--- src/hw/rtl/d2d_pkg.sv ---
// shared types and constants for the disparity to depth pixel core
`timescale 1ns / 1ps

package d2d_pkg;

  localparam int unsigned RAW_W   = 16;
  localparam int unsigned D80_W   = 20;
  localparam int unsigned MDISP_W = 16;
  localparam int unsigned OFS_W   = 20;
  localparam int unsigned BIAS_W  = 21;
  localparam int unsigned DEN_W   = 21;
  localparam int unsigned FB_W    = 32;
  localparam int unsigned MD_W    = 32;
  localparam int unsigned NUM_W   = 39;
  localparam int unsigned DIVD_W  = 49;
  localparam int unsigned PROD_W  = MD_W + DEN_W;
  localparam int unsigned Q_W     = 32;
  localparam int unsigned VAL_W   = 32;
  localparam int unsigned CDATA_W = 32;

  localparam logic [MDISP_W-1:0] DISP_HIGH_MAX = 16'd950;
  localparam logic [D80_W-1:0]   UNITS_8BIT    = 20'd80;
  localparam logic [D80_W-1:0]   UNITS_8BIT_HI = 20'd8;
  localparam logic [D80_W-1:0]   UNITS_16BIT   = 20'd10;
  localparam logic [NUM_W-1:0]   UNITS_NUM     = 39'd80;
  localparam logic [DIVD_W-1:0]  UNITS_MM      = 49'd80000;
  localparam logic [VAL_W-1:0]   MM_SAT        = 32'h0000_FFFF;

  localparam logic [MDISP_W-1:0] RST_MAX_DISP  = 16'd95;
  localparam logic [MD_W-1:0]    RST_MAX_DEPTH = 32'hFFFF_FFFF;

  typedef enum logic [2:0] {
    REG_DISP_FMT   = 3'd0,
    REG_MAX_DISP   = 3'd1,
    REG_DRV_OFS    = 3'd2,
    REG_BIAS       = 3'd3,
    REG_FOCAL_BL   = 3'd4,
    REG_MAX_DEPTH  = 3'd5,
    REG_IGN_ZERO   = 3'd6,
    REG_DEPTH_FMT  = 3'd7
  } reg_idx_t;

  typedef struct packed {
    logic               disp_fmt;
    logic [MDISP_W-1:0] max_disp;
    logic [OFS_W-1:0]   drv_ofs;
    logic [BIAS_W-1:0]  bias;
    logic [FB_W-1:0]    focal_bl;
    logic [MD_W-1:0]    max_depth;
    logic               ign_zero;
    logic               depth_fmt;
  } cfg_t;

  localparam cfg_t CFG_RST = '{
    disp_fmt:  1'b0,
    max_disp:  RST_MAX_DISP,
    drv_ofs:   '0,
    bias:      '0,
    focal_bl:  '0,
    max_depth: RST_MAX_DEPTH,
    ign_zero:  1'b0,
    depth_fmt: 1'b0
  };

  typedef struct packed {
    logic             ok;
    logic             ovf;
    logic [DEN_W-1:0] uden;
    logic [DEN_W-1:0] rem;
    logic [Q_W-1:0]   dq;
  } div_item_t;

endpackage

--- src/hw/rtl/d2d_div.sv ---
// pipelined restoring divider, one quotient bit per stage
`timescale 1ns / 1ps

module d2d_div (
  input  logic                clk,
  input  logic                rst_n,
  input  logic                ce,
  input  logic                src_valid,
  input  d2d_pkg::div_item_t  src_item,
  output logic                res_valid,
  output d2d_pkg::div_item_t  res_item
);

  localparam int unsigned NSTG = d2d_pkg::Q_W;

  logic               v_r    [NSTG];
  d2d_pkg::div_item_t item_r [NSTG];
  logic               v_src  [NSTG];
  d2d_pkg::div_item_t i_src  [NSTG];

  assign v_src[0] = src_valid;
  assign i_src[0] = src_item;

  for (genvar g = 0; g < NSTG; g++) begin : g_stg
    logic [d2d_pkg::DEN_W:0] r2;
    logic                    ge;
    d2d_pkg::div_item_t      item_nxt;

    if (g > 0) begin : g_link
      assign v_src[g] = v_r[g-1];
      assign i_src[g] = item_r[g-1];
    end

    always_comb begin
      r2            = {i_src[g].rem, i_src[g].dq[d2d_pkg::Q_W-1]};
      ge            = r2 >= {1'b0, i_src[g].uden};
      item_nxt      = i_src[g];
      item_nxt.rem  = ge ? d2d_pkg::DEN_W'(r2 - {1'b0, i_src[g].uden})
                         : r2[d2d_pkg::DEN_W-1:0];
      item_nxt.dq   = {i_src[g].dq[d2d_pkg::Q_W-2:0], ge};
    end

    always_ff @(posedge clk) begin
      if (!rst_n) begin
        v_r[g] <= 1'b0;
      end else if (ce) begin
        v_r[g] <= v_src[g];
      end
    end

    always_ff @(posedge clk) begin
      if (ce) begin
        item_r[g] <= item_nxt;
      end
    end
  end

  assign res_valid = v_r[NSTG-1];
  assign res_item  = item_r[NSTG-1];

endmodule

--- config.mk ---
export PLATFORM = sky130hd
export DESIGN_NAME = d2d_div
export DESIGN_NICKNAME = d
export VERILOG_FILES = /design/src/hw/rtl/d2d_pkg.sv /design/src/hw/rtl/d2d_div.sv
export SDC_FILE = /design/constraint.sdc
export NUM_CORES = 2
export LEC_CHECK = 0
export ABC_AREA = 1
export BUFFER_PORTS_ARGS = -buffer_cell sky130_fd_sc_hd__buf_2
export CAP_MARGIN = 25
export CORE_AREA = 2 2 576 578
export DETAILED_ROUTE_END_ITERATION = 7
export DIE_AREA = 0 0 578 580
export HOLD_SLACK_MARGIN = 0.06
export PLACE_DENSITY = 0.58
export SKIP_LAST_GASP = 1
export SYNTH_ARGS = -nofsm -noshare
export SYNTH_HDL_FRONTEND = slang
export SYNTH_SLANG_ARGS = --single-unit
export TNS_END_PERCENT = 5
--- constraint.sdc ---
create_clock -name clk -period 3.5 [get_ports clk]
set_input_delay 0.875 -clock clk [delete_from_list [all_inputs] [get_ports clk]]
set_output_delay 0.875 -clock clk [all_outputs]
set_load 0.05 [all_outputs]
* Word level (Yosys, flattened, before mapping) *
Memories as Yosys holds them, arrays and structs flattened.
Cells that the tools add are included.

word-level totals
  register bits = 0
  RAM bits = 2464
  output and inout port bits = 77
  word-level logic and storage cells = 167
  memories = 2

memories
  name    words  bits a word  rd ports  clocked after memory_dff  write ports  RTL line       source
  item_r  32     76           32        0                         32           d2d_div.sv:17  d2d_pkg::div_item_t item_r [NSTG];
  v_r     32     1            32        0                         32           d2d_div.sv:16  logic v_r [NSTG];

operators by class
  add/subtract/negate cells = 32
  magnitude comparators = 32
  mux-type cells = 69
  bitwise logic cells = 32

operator list
  cell                            count
  >= comparator 22 x 21 -> 1 bit  32
  2-to-1 mux 21 bit               32
  subtractor 21 bit               32
  2-to-1 mux 1 bit                37
  bitwise OR 1 bit                32

* Logic depth before layout (Yosys ltp) *
  word-level depth = 4
  mapped depth = 16

* Least setup slack after synthesis *
Ideal clock, no wire load.

  path type = input -> register
  start = input port src_item[31] (netlist name)
  end = memory item_r[0][51] (netlist name), data pin
  library setup time = 253 ps
  data arrival time = 2361 ps
  required time = 3247 ps
  slack = 886 ps
  cell stages on the path = 15
  buffers on the path = 1
  cell sequence = inv_1 > ha_1 > inv_1 > fa_1 > nand2_1 > nand2_1 > nand3_1 > nand2_1 > nand2_1 > nand2_1 > nand2_1 > nand2_2 > buf_4 > nand3_1 > nand2_1

RTL lines
  what         RTL line       source
  from (decl)  d2d_div.sv:9   input d2d_pkg::div_item_t src_item,
  to (decl)    d2d_div.sv:17

==> metrics.md <==
| Metric | Value |
|---|---|
| Die height | `580 um` |
| Antenna viol nets, final | `0` |
| Mux cell area share after synthesis | `0%` |
| DP Wirelength | `250 mm` |
| Bufs on Longest Clock Path | `4` |
| Post-Synth Adder-Cell Area | `6.89%` |
| Postcts setup bufs | `0` |
| Wire length per cell | `16.8 um` |
| Vias in the first global route | `87,700` |
| Vias per cell | `4.74` |
| Fin. Hold Viols | `0` |
| Crit path time final | `2.89 ns` |
| Synth Area in XOR/XNOR | `1.72%` |
| Clk Latency, worst-skew pair | `0.90 ns` |
| Routed wire length | `326 mm` |
| Share of layout cells above drive strength 1 | `6.12%` |
| Die Footprint | `335,000 sq um` |
| Pwr/cell area | `860 nW/um^2` |
| Origin of the worst min-delay path | `src_item[26]` |
| Core area | `329,000 sq um` |
| Seq cells post-synth | `2,464` |
| Clock sinks | `2,464` |
| Buffers on Ports | `156` |
| Syn Inst Count | `14,400` |
| Hold Buf Count CTS | `1` |
| WP data required | `4.25 ns` |
| Critical path launch point type | `register` |
| Die Wd | `578 um` |
| Clock slew at reported path FFs | `0.07 ns` |
| TritonCTS buffer count | `282` |
| First-pass GRT wire length | `503 mm` |
| Most common cell after layout, fill and taps aside | `nand2_1` |
| CP max FO | `24` |
| Initial Util | `39.9%` |
| Commonest non-fill, non-tap cells in the layout | `nand2_1, edfxtp_1, inv_1` |
| Worst setup EP type | `register` |
| Std cell rows | `211` |
| Seq/Total Area, Yosys | `56.3%` |
| Synth Area in Simple Gates | `24.5%` |
| CP max stage delay | `0.43 ns` |
| Max Cap Viol | `0` |
| Vias | `92,100` |
| Max Slew Vio Count | `0` |
| Area of the multi-input gates | `46,900 sq um` |
| Critical Path Start | `item_r[1][715]$_DFFE_PP_` |
| Max H-tree Level | `5` |
| RR Startpoint | `item_r[1][715]$_DFFE_PP_` |
| Largest family of logic cells by synthesized area | `simple AND/OR/NAND/NOR gates` |
| Status | `complete, no violations` |
| Initial antenna violation count | `2` |
| Ys Warns | `0` |
| Setup CP Type | `register to register` |
| Largest net degree at the start of global routing | `87` |
| DR iter-0 viols | `7,096` |
| Leakage | `68.1 nW` |
| Headroom to the max-slew limit | `51.1%` |
| Unrepaired setup endpoints after global routing | `no` |
| GP Congestion | `0.908` |
| Post-Syn Nets | `15,200` |
| Drt pass-1 iters | `8` |
| FF/Latch Area | `74,000 sq um` |
| Setup Skew | `0.0408 ns` |
| FILL cells | `31,900` |
| Period utilization | `82.5%` |
| Top Ports | `157` |
| Final Util | `44.6%` |
| Distinct cells, synth | `34` |
| Post-place instance area | `138,000 sq um` |
| CTS tree | `yes` |
| WP data arrival | `3.64 ns` |
| Max IR drop VDD | `0.000425 V` |
| Worst min path class | `input port to register` |
| Peak Freq | `346 MHz` |
| NumNets Final | `15,600` |
| CP dominant cell by count | `nand2_1` |
| Final Setup Violations | `0` |
| Root buf cell | `clkbuf_16` |
| Crit-path slowest cell | `fa_1` |
| GRT Total Usage | `19.1%` |
| Finished Cell Area | `147,000 sq um` |
| # DRC | `0` |
| Avg Cell Area, Syn | `9.11 sq um` |
| Post_cts resized | `0` |
| Worst Max-Slew Pin Slew | `0.734 ns` |
| Cells along the critical path | `inv_1 -> ha_1 -> inv_1 -> fa_1 -> nand2_1 -> nand2_1 -> nand3_1 -> nand2_1 -> nand2_1 -> nand2_1 -> nand2_1 -> nand2_4 -> inv_2 -> nand2_1 -> nand2_1` |
| GRT overflow | `0` |
| Setup Total Neg Slack | `0 ns` |
| Mapped cell area | `131,000 sq um` |
| P&R area growth vs syn | `11.8%` |
| Compound-Gate Fraction of Synth Area | `2.64%` |
sequential cells by signal, indices dropped and copies added, names as in the netlist:
name and flops:
v_r 32, item_r 2432
kinds of logic after synthesis:
family          count (synthesis)
compound gates                647
xor+xnor                      258
fa+ha+maj                     704
buf+inv                      2567
flops                        2464
simple gates                 7778
critical path: cells and delay by family (launching register included):
kind | cells | cell delay, ns
buf+inv | 3 | 0.59
flops | 1 | 0.39
fa+ha+maj | 2 | 0.64
simple gates | 10 | 1.11
metal layers:
layer  wire [um]  global-route usage [%]
met2      150000                    31.4
met5           0                       0
met3       13700                    1.97
met4       10100                    5.94
met1      152000                    26.5
layout make-up:
cell class                      instances  area share [%]
Antenna cell                            4         0.00682
Clock buffer                          327            4.97
Clock inverter                        175            1.17
Inverter                             2432            6.22
Multi-Input combinational cell       9387            32.0
Sequential cell                      2464            50.4
Tap cell                             4366            3.72
Timing Repair Buffer                  285            1.54
report_power, final:
part / internal, mW / total [mW] / leakage, nW / switching, mW
Combinational: 17.3 / 52.0 / 39.6 / 34.7
Clock: 16.9 / 29.0 / 4.39 / 12.1
Sequential: 40.9 / 45.2 / 24.2 / 4.35
Total: 75.1 / 126 / 68.1 / 51.2
synth_stat cells (all sizes together):
| cell | number | area, sq um |
|---|---|---|
| ha | 672 | 8410 |
| o21bai | 64 | 480 |
| o21a | 28 | 210 |
| and2 | 10 | 62.6 |
| fa | 32 | 641 |
| and3b | 4 | 35.0 |
| a21oi | 438 | 2190 |
| nor2 | 994 | 3810 |
| nand3b | 185 | 1390 |
| nand3 | 776 | 3880 |
| nand2 | 5481 | 20900 |
| nand4 | 100 | 638 |
| inv | 2432 | 9130 |
| o21ai | 117 | 586 |
| xor2 | 202 | 1770 |
| or2 | 64 | 400 |
| clkbuf | 3 | 11.3 |
| buf | 132 | 1300 |
| and3 | 32 | 200 |
| xnor2 | 56 | 490 |
| dfxtp | 1 | 20.0 |
| nor3 | 132 | 801 |
| edfxtp | 2463 | 74000 |
per-stage QoR:
step,hold WS [ns],setup slack [ns],std cells,power [mW]
after global placement,0.400,0.399,18900,97.1
after detailed placement,0.405,0.457,18900,97.3
after global routing,0.102,0.380,19400,136
after floorplan,0.400,0.886,14400,83.4
after CTS,0.0646,0.640,19400,127
final,0.154,0.612,19400,126
path summary, 6_finish.rpt:
kind / end / slack [ns] / depth (start not counted)
setup / recovery: item_r[1][804]$_DFFE_PP_ / 0.61 / 15
hold / removal: item_r[0][27]$_DFFE_PP_ / 0.15 / 1
hold reg to reg: item_r[0][327]$_DFFE_PP_ / 0.40 / 0
setup reg to reg: item_r[1][804]$_DFFE_PP_ / 0.61 / 15
Note: power is estimated with default switching activity, not from simulation.
