$ cat config.mk
export PLATFORM = sky130hd
export DESIGN_NAME = d2d_out
export DESIGN_NICKNAME = d
export VERILOG_FILES = /design/src/hw/rtl/d2d_pkg.sv /design/src/hw/rtl/d2d_out.sv
export SDC_FILE = /design/constraint.sdc
export NUM_CORES = 1
export LEC_CHECK = 0
export BUFFER_PORTS_ARGS = -buffer_cell sky130_fd_sc_hd__buf_2
export CAP_MARGIN = 10
export CELL_PAD_IN_SITES_DETAIL_PLACEMENT = 0
export CELL_PAD_IN_SITES_GLOBAL_PLACEMENT = 2
export CORE_MARGIN = 2
export CORE_UTILIZATION = 34
export CTS_CLUSTER_DIAMETER = 50
export CTS_CLUSTER_SIZE = 30
export DETAILED_ROUTE_END_ITERATION = 8
export PLACE_DENSITY_LB_ADDON = 0.1
export SYNTH_ARGS = -nofsm -noshare
export SYNTH_HDL_FRONTEND = slang
export SYNTH_SLANG_ARGS = --single-unit
$ cat constraint.sdc
create_clock -name clk -period 9.4 [get_ports clk]
set_input_delay 0.94 -clock clk [delete_from_list [all_inputs] [get_ports clk]]
set_output_delay 0.94 -clock clk [all_outputs]
set_load 0.01 [all_outputs]
$ cat src/hw/rtl/d2d_pkg.sv
// shared types and constants for the disparity to depth pixel core
`timescale 1ns / 1ps

package d2d_pkg;

  localparam int unsigned RAW_W   = 16;
  localparam int unsigned D80_W   = 20;
  localparam int unsigned MDISP_W = 16;
  localparam int unsigned OFS_W   = 20;
  localparam int unsigned BIAS_W  = 21;
  localparam int unsigned DEN_W   = 21;
  localparam int unsigned FB_W    = 32;
  localparam int unsigned MD_W    = 32;
  localparam int unsigned NUM_W   = 39;
  localparam int unsigned DIVD_W  = 49;
  localparam int unsigned PROD_W  = MD_W + DEN_W;
  localparam int unsigned Q_W     = 32;
  localparam int unsigned VAL_W   = 32;
  localparam int unsigned CDATA_W = 32;

  localparam logic [MDISP_W-1:0] DISP_HIGH_MAX = 16'd950;
  localparam logic [D80_W-1:0]   UNITS_8BIT    = 20'd80;
  localparam logic [D80_W-1:0]   UNITS_8BIT_HI = 20'd8;
  localparam logic [D80_W-1:0]   UNITS_16BIT   = 20'd10;
  localparam logic [NUM_W-1:0]   UNITS_NUM     = 39'd80;
  localparam logic [DIVD_W-1:0]  UNITS_MM      = 49'd80000;
  localparam logic [VAL_W-1:0]   MM_SAT        = 32'h0000_FFFF;

  localparam logic [MDISP_W-1:0] RST_MAX_DISP  = 16'd95;
  localparam logic [MD_W-1:0]    RST_MAX_DEPTH = 32'hFFFF_FFFF;

  typedef enum logic [2:0] {
    REG_DISP_FMT   = 3'd0,
    REG_MAX_DISP   = 3'd1,
    REG_DRV_OFS    = 3'd2,
    REG_BIAS       = 3'd3,
    REG_FOCAL_BL   = 3'd4,
    REG_MAX_DEPTH  = 3'd5,
    REG_IGN_ZERO   = 3'd6,
    REG_DEPTH_FMT  = 3'd7
  } reg_idx_t;

  typedef struct packed {
    logic               disp_fmt;
    logic [MDISP_W-1:0] max_disp;
    logic [OFS_W-1:0]   drv_ofs;
    logic [BIAS_W-1:0]  bias;
    logic [FB_W-1:0]    focal_bl;
    logic [MD_W-1:0]    max_depth;
    logic               ign_zero;
    logic               depth_fmt;
  } cfg_t;

  localparam cfg_t CFG_RST = '{
    disp_fmt:  1'b0,
    max_disp:  RST_MAX_DISP,
    drv_ofs:   '0,
    bias:      '0,
    focal_bl:  '0,
    max_depth: RST_MAX_DEPTH,
    ign_zero:  1'b0,
    depth_fmt: 1'b0
  };

  typedef struct packed {
    logic             ok;
    logic             ovf;
    logic [DEN_W-1:0] uden;
    logic [DEN_W-1:0] rem;
    logic [Q_W-1:0]   dq;
  } div_item_t;

endpackage

$ cat src/hw/rtl/d2d_out.sv
// output formatting with output register and skid stage
`timescale 1ns / 1ps

module d2d_out (
  input  logic                        clk,
  input  logic                        rst_n,
  input  logic                        depth_fmt,
  input  logic                        up_valid,
  input  d2d_pkg::div_item_t          up_item,
  output logic                        up_ready,
  output logic                        out_tvalid,
  input  logic                        out_tready,
  output logic [d2d_pkg::VAL_W-1:0]   out_tdata,
  output logic                        out_tuser
);

  logic                        o_v_r;
  logic [d2d_pkg::VAL_W-1:0]   o_val_r;
  logic                        o_ok_r;
  logic                        s_v_r;
  logic [d2d_pkg::VAL_W-1:0]   s_val_r;
  logic                        s_ok_r;
  logic [d2d_pkg::VAL_W-1:0]   fmt_val;
  logic                        take;

  always_comb begin
    if (!up_item.ok) begin
      fmt_val = '0;
    end else if (depth_fmt) begin
      fmt_val = up_item.dq;
    end else if (up_item.ovf) begin
      fmt_val = d2d_pkg::MM_SAT;
    end else begin
      fmt_val = {16'b0, up_item.dq[d2d_pkg::Q_W-1:16]};
    end
  end

  assign up_ready = !s_v_r;
  assign take     = !o_v_r || out_tready;

  always_ff @(posedge clk) begin
    if (!rst_n) begin
      o_v_r <= 1'b0;
      s_v_r <= 1'b0;
    end else if (take) begin
      o_v_r <= s_v_r || up_valid;
      s_v_r <= 1'b0;
    end else if (up_valid && !s_v_r) begin
      s_v_r <= 1'b1;
    end
  end

  always_ff @(posedge clk) begin
    if (take) begin
      o_val_r <= s_v_r ? s_val_r : fmt_val;
      o_ok_r  <= s_v_r ? s_ok_r : up_item.ok;
    end else if (up_valid && !s_v_r) begin
      s_val_r <= fmt_val;
      s_ok_r  <= up_item.ok;
    end
  end

  assign out_tvalid = o_v_r;
  assign out_tdata  = o_val_r;
  assign out_tuser  = o_ok_r;

endmodule

---- After elaboration in Yosys (flattened, before gate mapping) ----
Index checks and enable logic that the tools add are counted.
storage, ports and cells
  register bits after elaboration ......... 68
  input bits .............................. 81
  output and inout bits ................... 35
  logic and storage cells ................. 20
operators by class
  muxes and demuxes ....................... 5
  bitwise operators ....................... 2
  reductions and logical operators ........ 7
operators with widths
  kind               count
  $mux 32            3
  $mux 16            1
  $logic_not 1->1    2
  $logic_or 1x1->1   2
  $not 1->1          2
  $reduce_and 2->1   1
  $reduce_or 2->1    1
  $logic_and 1x1->1  1
  $mux 1             1

---- Logic depth before layout (Yosys ltp) ----
  word-level depth ........................ 4
  mapped depth ............................ 4
  mapped depth without buffers ............ 2

---- Least setup slack after synthesis ----
Ideal clock, no wire load.
  path kind ............................... input -> register
  from .................................... input out_tready
  to ...................................... register s_ok_r, enable pin
  library setup time ...................... 0.471 ns
  arrival ................................. 4.338 ns
  slack ................................... 4.591 ns
  cell stages on the path ................. 2
  path buffers ............................ 0
  cell sequence ........................... nand2b_1 -> nor3b_1
on the way
  cells in the longest elaborated chain, start to end .. 3
ends and longest elaborated chain
  element                     line           RTL
  from (decl)                 d2d_out.sv:12  input logic out_tready,
  $logic_or 1x1->1            d2d_out.sv:39  assign take = !o_v_r || out_tready;
  $not 1->1 (no line)         n/a
  $reduce_and 2->1 (no line)  n/a
  to (signal assigned)        d2d_out.sv:59  s_ok_r <= up_item.ok;
  to (decl)                   d2d_out.sv:22  logic s_ok_r;
Every way passes these cells.
A chain may end at the register's enable or synchronous reset.

---- Worst setup path after layout ----
  from .................................... register s_v_r
  to ...................................... output up_ready
on the way
  cells in the longest elaborated chain, start to end .. 1
ends and longest elaborated chain
  element                 line           RTL
  from (decl)             d2d_out.sv:20  logic s_v_r;
  from (signal assigned)  d2d_out.sv:44  s_v_r <= 1'b0;
  from (signal assigned)  d2d_out.sv:47  s_v_r <= 1'b0;
  from (signal assigned)  d2d_out.sv:49  s_v_r <= 1'b1;
  $logic_not 1->1         d2d_out.sv:38  assign up_ready = !s_v_r;
  to (decl)               d2d_out.sv:10  output logic up_ready,
Every way passes these cells.

==> reports/metrics.cfg <==
[pwr]
power-per-cell-area_mw_per_mm2=177
p_leak_nw=1.45
fin_total_pwr_w=0.000614
ir_drop_uv=65.1

[sta]
setup_violations=0
tns_ns=0
rsz0062_at_grt=false
worstMarginPinSlew_ns=0.989
maxClockFrequency_mhz=355
final.period_utilization=0.300
final_hold_fails=0
drv_slew=0
clock-skew-final_ns=0.00953
finalWorstPathRequiredPeriod_ns=2.82
timing.slew.headroom=0.341

[floorplan]
core.rowCount=33
die-height_um=96.2
ioPinCount=116
die_w_um=96.2
coreArea_mm2=0.00822
die_area_mm2=0.00925
initial_utilization=0.352

[cells_and_area]
drive_gt1_frac=0.406
nets=339
area_delta_synth_final_pct=20.3
antenna_cells_inserted=0
final-instance-count-excl-fill=366

[synth]
cell_taking_the_most_area_after_synthesis=sky130_fd_sc_hd__edfxtp_1
area_contributors_post_synth=sky130_fd_sc_hd__edfxtp_1, sky130_fd_sc_hd__and3_1, sky130_fd_sc_hd__mux2_2
sequential_element_share_of_the_synthesized_area=0.700
mappedNetlistArea_mm2=0.00289
synth.ff_latch_count=68
synth_top_cell_area_share=0.686
synthCells=186
mappedNetlistNets=267
post_synth.cell_area_avg_um2=15.5
yosys_warns=0
post_synth_num_cell_types=16

[grt]
first_global_vias=1882
grt_antenna_before_repair=0
grt_first_pass_wirelength_um=9750
grt_start_max_net_pins=49
global_route_congestion_overflow_total=0
grtUsageTotal=0.146

[detailed_routing]
postRouteAntennaNets=0
drt-wirelength-per-cell_um=17.8
route.detailed.vias_per_inst=5.10
drc=0
vias=1868
detailedRoute.firstPassIterationCount=4
drt-total-wl_um=6500
drt_iter0_markers=95

[critical_path]
worstSetupStartpointType=flip-flop
worstPathArrival_ns=1.88
cpPeakStageDelay_ns=0.90
slowest_stage=sky130_fd_sc_hd__dfxtp_1
path_class=flip-flop to output pin
crit_path_cells=inv_2, buf_2
critical_path_peak_fanout=21
crit_path_end_kind=output pin
critPathRequiredTime_ns=8.46

[clock_tree]
htree_levels=3
cts.repair_timing.setup_buffer_count=0
insertion_delay_to_the_later_sink_of_the_worst_skew_pair_ns=0.33
cts.root.buffer_cell=sky130_fd_sc_hd__clkbuf_8
cts_sinks=68
clk_pin_slew_ns=0.07
clk_buf_depth=2
tritoncts=built
cts_made_buffers=9
post_cts_hold_buffer_count=0
cts.repair.resized=0

[placed_design]
buffer_ports.inserted=73
dp.cells=352
detailed_place_hpwl_um=4020
routabilityCongestion=0.662

[min_path]
worstHoldPathType=flip-flop to flip-flop

[flow_run]
cap_violations=0

[status]
status=finished, final reports clean

==> report_power, final <==
| group | internal (W) | total (W) | switching (W) |
|---|---|---|---|
| logic | 0.0000294 | 0.0000642 | 0.0000348 |
| clock network | 0.0000906 | 0.000193 | 0.000102 |
| registers | 0.000353 | 0.000358 | 0.00000517 |
| total | 0.000472 | 0.000614 | 0.000142 |
==> cell usage in the layout, fill, tap and decap left out <==
master | Yosys | routed
sky130_fd_sc_hd__and3_1 | 32 | 32
sky130_fd_sc_hd__a21boi_0 | 1 | 1
sky130_fd_sc_hd__nand2b_2 | 0 | 1
sky130_fd_sc_hd__mux2_2 | 16 | 16
sky130_fd_sc_hd__clkbuf_1 | 4 | 1
sky130_fd_sc_hd__inv_2 | 1 | 1
sky130_fd_sc_hd__clkinv_1 | 0 | 1
sky130_fd_sc_hd__nand2b_1 | 17 | 16
sky130_fd_sc_hd__a32o_1 | 16 | 16
sky130_fd_sc_hd__nor2b_1 | 1 | 1
sky130_fd_sc_hd__clkinv_2 | 0 | 3
sky130_fd_sc_hd__clkbuf_8 | 0 | 9
sky130_fd_sc_hd__a21o_1 | 1 | 1
sky130_fd_sc_hd__nor3b_1 | 2 | 1
sky130_fd_sc_hd__nor3b_2 | 0 | 1
sky130_fd_sc_hd__dfxtp_1 | 2 | 2
sky130_fd_sc_hd__buf_4 | 0 | 2
sky130_fd_sc_hd__edfxtp_1 | 66 | 66
sky130_fd_sc_hd__nor2_1 | 1 | 1
sky130_fd_sc_hd__or3_1 | 16 | 16
sky130_fd_sc_hd__buf_2 | 8 | 73
==> cell type report <==
type                       count  area (um2)
clock buffer                  10         128
fill                         811        4740
inverter                       1        3.75
timing repair buffer          75         380
tap                          105         131
sequential                    68        2020
multi-input combinational    103         795
clock inverter                 4        18.8
==> final timing paths <==
path / start / endpoint / slack [ns] / cells past startpoint
worst max-delay path: s_v_r / up_ready / 6.58 / 2
worst min-delay path: s_ok_r / out_tuser / 0.52 / 1
worst max register to register: out_tvalid / s_val_r[27] / 7.33 / 3
worst min register to register: s_ok_r / out_tuser / 0.52 / 1
==> cell families (layout without fill, tap and decap cells) <==
logic type	count (synthesis)	count (layout)	synth area share
compound gates	18	18	0.0606
buf+inv	15	90	0.0281
flops	68	68	0.700
mux	16	16	0.0623
simple gates	69	69	0.149
==> registers in the layout, summed over array words and instances (netlist names) <==
| signal | cells |
|---|---|
| out_tvalid | 1 |
| s_v_r | 1 |
| out_tdata | 32 |
| out_tuser | 1 |
| s_val_r | 32 |
| s_ok_r | 1 |
==> stage by stage <==
stage	hold WS, ns	util	instance area, um2	worst slack (ns)
after floorplan	0.499	-	2890	4.59
after global placement	0.506	0.406	3330	6.49
after detailed placement	0.517	0.406	3330	6.49
after CTS	0.529	0.423	3480	6.54
after global routing	0.540	0.423	3480	6.42
final	0.520	0.423	3480	6.58
==> cells in the mapped netlist (all sizes together) <==
cell,n
buf,10
a32o,16
nand2b,17
a21boi,1
nor3b,2
edfxtp,66
and3,32
inv,1
a21o,1
or3,16
clkbuf,4
mux2,16
nor2b,1
nor2,1
dfxtp,2
==> per-layer routing <==
layer,part of all wire,GRT usage
met2,0.48,0.238
met5,0,0
met4,0.010,0.0643
met1,0.45,0.183
met3,0.060,0.0384
==> worst max-delay path: cells and delay by family, from the launching register on <==
kind / cells / cell delay [ns]
DFF: 1 / 0.90
buffers and inverters: 2 / 0.63
No activity file was read; power rests on OpenSTA's default activity.
