<file path="config.mk">
export PLATFORM = sky130hd
export DESIGN_NAME = d2d_front
export DESIGN_NICKNAME = d
export VERILOG_FILES = /design/src/hw/rtl/d2d_pkg.sv /design/src/hw/rtl/d2d_front.sv
export SDC_FILE = /design/constraint.sdc
export NUM_CORES = 2
export LEC_CHECK = 0
export ABC_AREA = 1
export BUFFER_PORTS_ARGS = -buffer_cell sky130_fd_sc_hd__buf_2
export CORE_UTILIZATION = 40
export CTS_CLUSTER_SIZE = 25
export DETAILED_ROUTE_END_ITERATION = 12
export PLACE_DENSITY_LB_ADDON = 0.1
export SLEW_MARGIN = 10
export SYNTH_ARGS = -nofsm -noshare
export SYNTH_HDL_FRONTEND = slang
export SYNTH_SLANG_ARGS = --single-unit
</file>
<file path="constraint.sdc">
create_clock -name clk -period 7.2 [get_ports clk]
set_clock_uncertainty 0.15 [all_clocks]
set_input_delay 1.8 -clock clk [delete_from_list [all_inputs] [get_ports clk]]
set_output_delay 1.8 -clock clk [all_outputs]
set_load 0.02 [all_outputs]
</file>
<file path="src/hw/rtl/d2d_pkg.sv">
// shared types and constants for the disparity to depth pixel core
`timescale 1ns / 1ps

package d2d_pkg;

  localparam int unsigned RAW_W   = 16;
  localparam int unsigned D80_W   = 20;
  localparam int unsigned MDISP_W = 16;
  localparam int unsigned OFS_W   = 20;
  localparam int unsigned BIAS_W  = 21;
  localparam int unsigned DEN_W   = 21;
  localparam int unsigned FB_W    = 32;
  localparam int unsigned MD_W    = 32;
  localparam int unsigned NUM_W   = 39;
  localparam int unsigned DIVD_W  = 49;
  localparam int unsigned PROD_W  = MD_W + DEN_W;
  localparam int unsigned Q_W     = 32;
  localparam int unsigned VAL_W   = 32;
  localparam int unsigned CDATA_W = 32;

  localparam logic [MDISP_W-1:0] DISP_HIGH_MAX = 16'd950;
  localparam logic [D80_W-1:0]   UNITS_8BIT    = 20'd80;
  localparam logic [D80_W-1:0]   UNITS_8BIT_HI = 20'd8;
  localparam logic [D80_W-1:0]   UNITS_16BIT   = 20'd10;
  localparam logic [NUM_W-1:0]   UNITS_NUM     = 39'd80;
  localparam logic [DIVD_W-1:0]  UNITS_MM      = 49'd80000;
  localparam logic [VAL_W-1:0]   MM_SAT        = 32'h0000_FFFF;

  localparam logic [MDISP_W-1:0] RST_MAX_DISP  = 16'd95;
  localparam logic [MD_W-1:0]    RST_MAX_DEPTH = 32'hFFFF_FFFF;

  typedef enum logic [2:0] {
    REG_DISP_FMT   = 3'd0,
    REG_MAX_DISP   = 3'd1,
    REG_DRV_OFS    = 3'd2,
    REG_BIAS       = 3'd3,
    REG_FOCAL_BL   = 3'd4,
    REG_MAX_DEPTH  = 3'd5,
    REG_IGN_ZERO   = 3'd6,
    REG_DEPTH_FMT  = 3'd7
  } reg_idx_t;

  typedef struct packed {
    logic               disp_fmt;
    logic [MDISP_W-1:0] max_disp;
    logic [OFS_W-1:0]   drv_ofs;
    logic [BIAS_W-1:0]  bias;
    logic [FB_W-1:0]    focal_bl;
    logic [MD_W-1:0]    max_depth;
    logic               ign_zero;
    logic               depth_fmt;
  } cfg_t;

  localparam cfg_t CFG_RST = '{
    disp_fmt:  1'b0,
    max_disp:  RST_MAX_DISP,
    drv_ofs:   '0,
    bias:      '0,
    focal_bl:  '0,
    max_depth: RST_MAX_DEPTH,
    ign_zero:  1'b0,
    depth_fmt: 1'b0
  };

  typedef struct packed {
    logic             ok;
    logic             ovf;
    logic [DEN_W-1:0] uden;
    logic [DEN_W-1:0] rem;
    logic [Q_W-1:0]   dq;
  } div_item_t;

endpackage

</file>
<file path="src/hw/rtl/d2d_front.sv">
// front stages: scaling, offset removal, denominator, depth limit check
`timescale 1ns / 1ps

module d2d_front (
  input  logic                        clk,
  input  logic                        rst_n,
  input  logic                        ce,
  input  d2d_pkg::cfg_t               cfg,
  input  logic                        in_valid,
  input  logic [d2d_pkg::RAW_W-1:0]   in_raw,
  output logic                        div_valid,
  output d2d_pkg::div_item_t          div_item
);

  // stage a
  logic                        a_v_r;
  logic [d2d_pkg::D80_W-1:0]   a_d80_r;
  logic [d2d_pkg::D80_W-1:0]   a_d80_nxt;
  // stage b
  logic                        b_v_r;
  logic                        b_ok_r;
  logic                        b_ok_nxt;
  logic [d2d_pkg::DEN_W-1:0]   b_uden_r;
  logic [d2d_pkg::NUM_W-1:0]   b_num_r;
  logic [d2d_pkg::DIVD_W-1:0]  b_divd_r;
  logic [d2d_pkg::D80_W-1:0]   d_clamp;
  logic signed [d2d_pkg::DEN_W:0] den;
  // stage c
  logic                        c_v_r;
  logic                        c_ok_r;
  logic [d2d_pkg::DEN_W-1:0]   c_uden_r;
  logic [d2d_pkg::NUM_W-1:0]   c_num_r;
  logic [d2d_pkg::DIVD_W-1:0]  c_divd_r;
  logic [d2d_pkg::PROD_W-1:0]  c_prod_r;
  // stage d
  logic                        d_v_r;
  d2d_pkg::div_item_t          d_item_r;
  d2d_pkg::div_item_t          d_item_nxt;
  logic                        big;

  assign big = cfg.max_disp > d2d_pkg::DISP_HIGH_MAX;

  // dividing by ten is folded into the scale factor
  always_comb begin
    unique case ({cfg.disp_fmt, big})
      2'b00:   a_d80_nxt = d2d_pkg::D80_W'(in_raw[7:0]) * d2d_pkg::UNITS_8BIT;
      2'b01:   a_d80_nxt = d2d_pkg::D80_W'(in_raw[7:0]) * d2d_pkg::UNITS_8BIT_HI;
      2'b10:   a_d80_nxt = d2d_pkg::D80_W'(in_raw) * d2d_pkg::UNITS_16BIT;
      default: a_d80_nxt = d2d_pkg::D80_W'(in_raw);
    endcase
  end

  always_comb begin
    d_clamp  = (a_d80_r < cfg.drv_ofs) ? '0 : a_d80_r - cfg.drv_ofs;
    den      = $signed({2'b00, d_clamp}) + $signed({cfg.bias[d2d_pkg::BIAS_W-1], cfg.bias});
    b_ok_nxt = !den[d2d_pkg::DEN_W] && (den != '0) && !(cfg.ign_zero && (d_clamp == '0));
  end

  always_comb begin
    d_item_nxt.ok   = c_ok_r && !({{(d2d_pkg::PROD_W-d2d_pkg::NUM_W){1'b0}}, c_num_r} > c_prod_r);
    d_item_nxt.ovf  = {4'b0000, c_divd_r[d2d_pkg::DIVD_W-1:d2d_pkg::Q_W]} >= c_uden_r;
    d_item_nxt.uden = c_uden_r;
    d_item_nxt.rem  = {4'b0000, c_divd_r[d2d_pkg::DIVD_W-1:d2d_pkg::Q_W]};
    d_item_nxt.dq   = c_divd_r[d2d_pkg::Q_W-1:0];
  end

  always_ff @(posedge clk) begin
    if (!rst_n) begin
      a_v_r <= 1'b0;
      b_v_r <= 1'b0;
      c_v_r <= 1'b0;
      d_v_r <= 1'b0;
    end else if (ce) begin
      a_v_r <= in_valid;
      b_v_r <= a_v_r;
      c_v_r <= b_v_r;
      d_v_r <= c_v_r;
    end
  end

  always_ff @(posedge clk) begin
    if (ce) begin
      a_d80_r  <= a_d80_nxt;
      b_ok_r   <= b_ok_nxt;
      b_uden_r <= den[d2d_pkg::DEN_W-1:0];
      b_num_r  <= d2d_pkg::NUM_W'(cfg.focal_bl) * d2d_pkg::UNITS_NUM;
      b_divd_r <= cfg.depth_fmt ? {10'b0, d2d_pkg::NUM_W'(cfg.focal_bl) * d2d_pkg::UNITS_NUM}
                                : d2d_pkg::DIVD_W'(cfg.focal_bl) * d2d_pkg::UNITS_MM;
      c_ok_r   <= b_ok_r;
      c_uden_r <= b_uden_r;
      c_num_r  <= b_num_r;
      c_divd_r <= b_divd_r;
      c_prod_r <= d2d_pkg::PROD_W'(cfg.max_depth) * d2d_pkg::PROD_W'(b_uden_r);
      d_item_r <= d_item_nxt;
    end
  end

  assign div_valid = d_v_r;
  assign div_item  = d_item_r;

endmodule

</file>
; Word level (Yosys, flattened, before mapping)
; Index checks and enable logic that the tools add are counted.
[word_totals]
register_bits = 361
latch_bits = 0
ram_bits = 0
romBits = 0
input_bits = 144
wordCells = 47
memories = 0
[op_classes]
addsub = 2
multipliers = 5
n_div = 0
n_lt_le_gt_ge = 4
n_eq_ne = 2
shifts = 0
mux = 3
bitwise_logic = 0
n_reduce_logical = 10
[op_table]
columns = op, count
row1 = $pmux 20 s3, 1
row2 = $gt 39x53->1, 1
row3 = $mul 32x21->53, 1
row4 = $mul 32x10->42 const B, 1
row5 = $mux 39, 1
row6 = $mul 32x3->35 const B, 1
row7 = $add 21x21->22, 1
row8 = $reduce_bool 22->1, 1
row9 = $ge 17x21->1, 1
row10 = $logic_not 20->1, 1
row11 = $lt 20x20->1, 1
row12 = $mux 20, 1
row13 = $sub 20x20->20, 1
row14 = $mul 16x3->19 const B, 1
row15 = $gt 16x10->1 const B, 1
row16 = $mul 8x3->11 const B, 1
row17 = $logic_and 1x1->1, 4
row18 = $logic_not 1->1, 3
row19 = $eq 2x1->1 const B, 1
row20 = $eq 2x2->1 const B, 1
row21 = $logic_not 2->1, 1

; Depth between registers and ports, before layout
[depth]
ltp_word = 6
mapped_depth = 32

; Worst setup path before layout
; OpenSTA, ideal clock, no wires.
[synth_timing]
path_type = input port to flip-flop
from = input cfg[27] (netlist bit)
to = register c_prod_r[46] (netlist bit), data pin
setup_ps = 252
arrival_ps = 7243
t_required_ps = 6798
setup_slack_ps = -446
stages = 23
path_buffers = 1
path_cell_list = clkbuf_1 > nand2_1 > fa_1 > inv_1 > fa_1 > inv_1 > fa_1 > inv_1 > fa_1 > fa_1 > fa_1 > inv_1 > fa_1 > inv_1 > ha_1 > a21oi_1 > o21ai_0 > a21boi_0 > o21ai_0 > a21oi_1 > nand2_1 > nand2_1 > nand2_1
[synth_via]
elab_chain_cells = 1
[synth_lines]
columns = item, line
row1 = start: declaration, d2d_front.sv:8  ; input d2d_pkg::cfg_t cfg,
row2 = $mul 32x21->53, d2d_front.sv:93  ; c_prod_r <= d2d_pkg::PROD_W'(cfg.max_depth) * d2d_pkg::PROD_W'(b_uden_r);
row3 = end signal: assignment, d2d_front.sv:93
row4 = end: declaration, d2d_front.sv:34  ; logic [d2d_pkg::PROD_W-1:0] c_prod_r;
; No other way between the ends.
; A chain may end at the register's enable or synchronous reset.

; Worst setup path after layout
[layout_timing]
from = input cfg[11] (netlist bit)
to = register c_prod_r[30] (netlist bit), data pin
; The elaborated chain is that of the path after synthesis.

==> reports/results.txt <==
GRT Util Overall = 23.7%
IO buf count = 212
Hold EP = c_divd_r[46]$_DFFE_PP_
largest net degree at the start of global routing = 110
combinational family with the most area after synthesis = adder cells
post-synthesis simple-gate area fraction = 17.1%
WL final = 137000 um
initial core utilization = 40.4%
worst-margin pin slew = 0.975 ns
synthesis-to-finish area growth = 18.7%
CP endpoint kind = flip-flop
outcome = finished, final reports clean
post-synth top area cell = fa_1
post-synthesis register bit count = 349
Place WS = -0.939 ns
layout cells sized above 1 = 16.3%
CTS sink count = 349
largest delay contributor family on the critical path = adder cells
drt wl/cell = 18.2 um
Compound-Gate Fraction of Synth Area = 5.83%
CP max-delay cell = fa_2
critical path cell sequence = buf_12 -> buf_12 -> nand2_4 -> inv_2 -> fa_1 -> inv_2 -> fa_1 -> fa_1 -> inv_2 -> fa_2 -> fa_1 -> fa_1 -> inv_2 -> fa_1 -> inv_2 -> ha_4 -> nand2_4 -> inv_2 -> a21boi_2 -> nand2_2 -> a211oi_4 -> o21ai_4 -> buf_6 -> xor2_1
placed cells = 7467
initial antenna violation count = 1
Post-Synthesis Cells = 5584
hold path startpoint = b_divd_r[46]$_SDFFCE_PP0P_
via count = 36772
Synth Area in XOR/XNOR = 1.57%
Async SR Flop Fraction = 0%
die area = 0.118 mm2
most frequent cell after synthesis = inv_1
commonest cells in the netlist = inv_1, nand2_1, fa_1
WP data arrival = 7.38 ns
# H-tree levels = 2
# DRC = 0
Main synth FF type = edfxtp_1
synth top area cells = fa_1, edfxtp_1, ha_1
cts bufs inserted = 41
EDFF count, synth = 345
mux cell area share after synthesis = 0%
first-pass GRT wire length = 216000 um
worst hold path class = flip-flop to flip-flop
DR iter-0 viols = 1870
number of diodes = 0
Final WS setup = 0.0101 ns
Final ANT Viol Nets = 0
worst hold stages = 0
Yosys top cell area share = 28.0%
adder and majority gate portion of the synthesized area = 40.3%
WS Path Type = primary input to flip-flop
clk buf depth = 3
nets = 7275
max cap viols = 0
HPWL after DPL = 116000 um
routed vias/inst = 4.86
r2r startpoint = b_uden_r[5]$_DFFE_PP_
remaining global-route overflow = 0
final hold vios = 0
final core utilization = 47.9%
endpoints failing setup = 0
worst reg-to-reg path cell count = 23
TritonCTS clock tree = built
reg2reg setup slack = 0.51 ns
IO Pins = 221
worst skew pair latency = 0.59 ns
core area = 0.116 mm2
Startpoint Class = primary input
Yosys cell types = 58
clock-pin slew on the worst setup and hold paths = 0.06 ns
number of global-route vias before repair = 38294
RSZ-0062 raised after global routing = true
DRT Pass-1 Iters = 6
Synth Area per Inst = 8.39 um2
clock period minus worst slack = 7.19 ns
die width = 344 um
Die Height = 344 um
Worst Path Max Fanout = 7
count of pins over their slew limit = 0
CP Buf/Inv Count = 9
routability cong. = 0.933
worst stage delay on the critical path = 0.60 ns
period utilization = 99.9%
Crit path required time = 7.39 ns
Finished Layout Cells = 7570
Syn. warnings = 0
post-synthesis instance area = 0.0468 mm2
Max-slew headroom = 35.0%
setup_tns = 0 ns
Seq/Total Area, Yosys = 22.3%
fill count = 11596
R2R Path End = c_prod_r[30]$_DFFE_PP_
fmax = 139 MHz
CTS root buffer = clkbuf_16
num rows = 125
==> per-stage QoR <==
step                hold slack [ns]  area, um2
finish                        0.266      55600
detailed placement            0.255      52200
global placement              0.251      52200
floorplan                     0.250      47500
CTS                           0.263      53900
global route                  0.275      55600
==> cells by family (layout without fill, tap and decap cells) <==
| kind of cell | after synthesis | in the layout |
|---|---|---|
| compound gates | 482 | 482 |
| xor+xnor | 84 | 84 |
| fa+ha+maj | 1116 | 1116 |
| buf+inv | 1589 | 2044 |
| flops | 349 | 349 |
| other cells | 1 | 8 |
| simple gates | 1963 | 1963 |
==> metal layers <==
layer	wire length [um]	part of all wire, %	global-route usage, %
met1	61100	44	31.3
met2	68000	49	41.4
met3	4440	3.2	2.11
met4	3830	2.8	6.49
met5	0	0	0
==> layout by cell type (no fill, tap or decap), types with 24 or more instances in the layout <==
cell | netlist | final
fa_2 | 0 | 32
nand2_1 | 1349 | 1282
xnor2_1 | 27 | 24
ha_4 | 0 | 24
xor2_1 | 57 | 51
nand2_2 | 2 | 55
nor2_1 | 265 | 214
nor3_1 | 37 | 27
clkbuf_16 | 0 | 46
nor2_2 | 3 | 35
buf_12 | 0 | 40
edfxtp_1 | 345 | 345
ha_1 | 462 | 438
nand3_1 | 182 | 174
buf_2 | 3 | 187
inv_2 | 0 | 65
inv_1 | 1437 | 1372
buf_6 | 2 | 37
nand4_1 | 51 | 51
o21ai_2 | 6 | 25
a21oi_1 | 230 | 194
o21ai_0 | 127 | 92
fa_1 | 654 | 622
a21oi_2 | 4 | 24
buf_4 | 9 | 253
==> final cells by class <==
| class | count | area, um2 | area share (%) |
|---|---|---|---|
| Multi-Input combinational cell | 3653 | 32100 | 57.7 |
| Sequential cell | 349 | 10400 | 18.8 |
| Inverter | 1437 | 5390 | 9.70 |
| Timing Repair Buffer | 533 | 4340 | 7.80 |
| Tap cell | 1524 | 1910 | 3.43 |
| Clock buffer | 46 | 1040 | 1.88 |
| Clock inverter | 28 | 395 | 0.711 |
==> state kept, by name, indices dropped and copies added (netlist names) <==
register	cells
div_item	68
c_prod_r	53
b_divd_r	45
c_divd_r	45
b_num_r	35
c_num_r	35
b_uden_r	21
c_uden_r	21
a_d80_r	20
a_v_r	1
b_ok_r	1
b_v_r	1
c_ok_r	1
c_v_r	1
div_valid	1
==> worst max path at each step <==
stage	startpoint	to	slack (ns)	cells after the start
floorplan	cfg[10]	c_prod_r[39]$_DFFE_PP_	-0.03	25
global placement	cfg[17]	c_prod_r[45]$_DFFE_PP_	-0.97	24
detailed placement	cfg[17]	c_prod_r[45]$_DFFE_PP_	-0.94	24
CTS	cfg[9]	c_prod_r[46]$_DFFE_PP_	-0.01	26
global route	cfg[11]	c_prod_r[46]$_DFFE_PP_	-0.17	26
finish	cfg[11]	c_prod_r[30]$_DFFE_PP_	0.01	24
==> timing repair <==
item	CTS	global route
buffers inserted	0	27
gates resized for setup	74	398
pin swaps	33	151
hold buffers	0	0
cloned	0	5
setup endpoints to repair	33	39
Power is left out: the tool's default activity adds up to more than one toggle a clock period on the data nets, which glitch-free logic cannot reach.
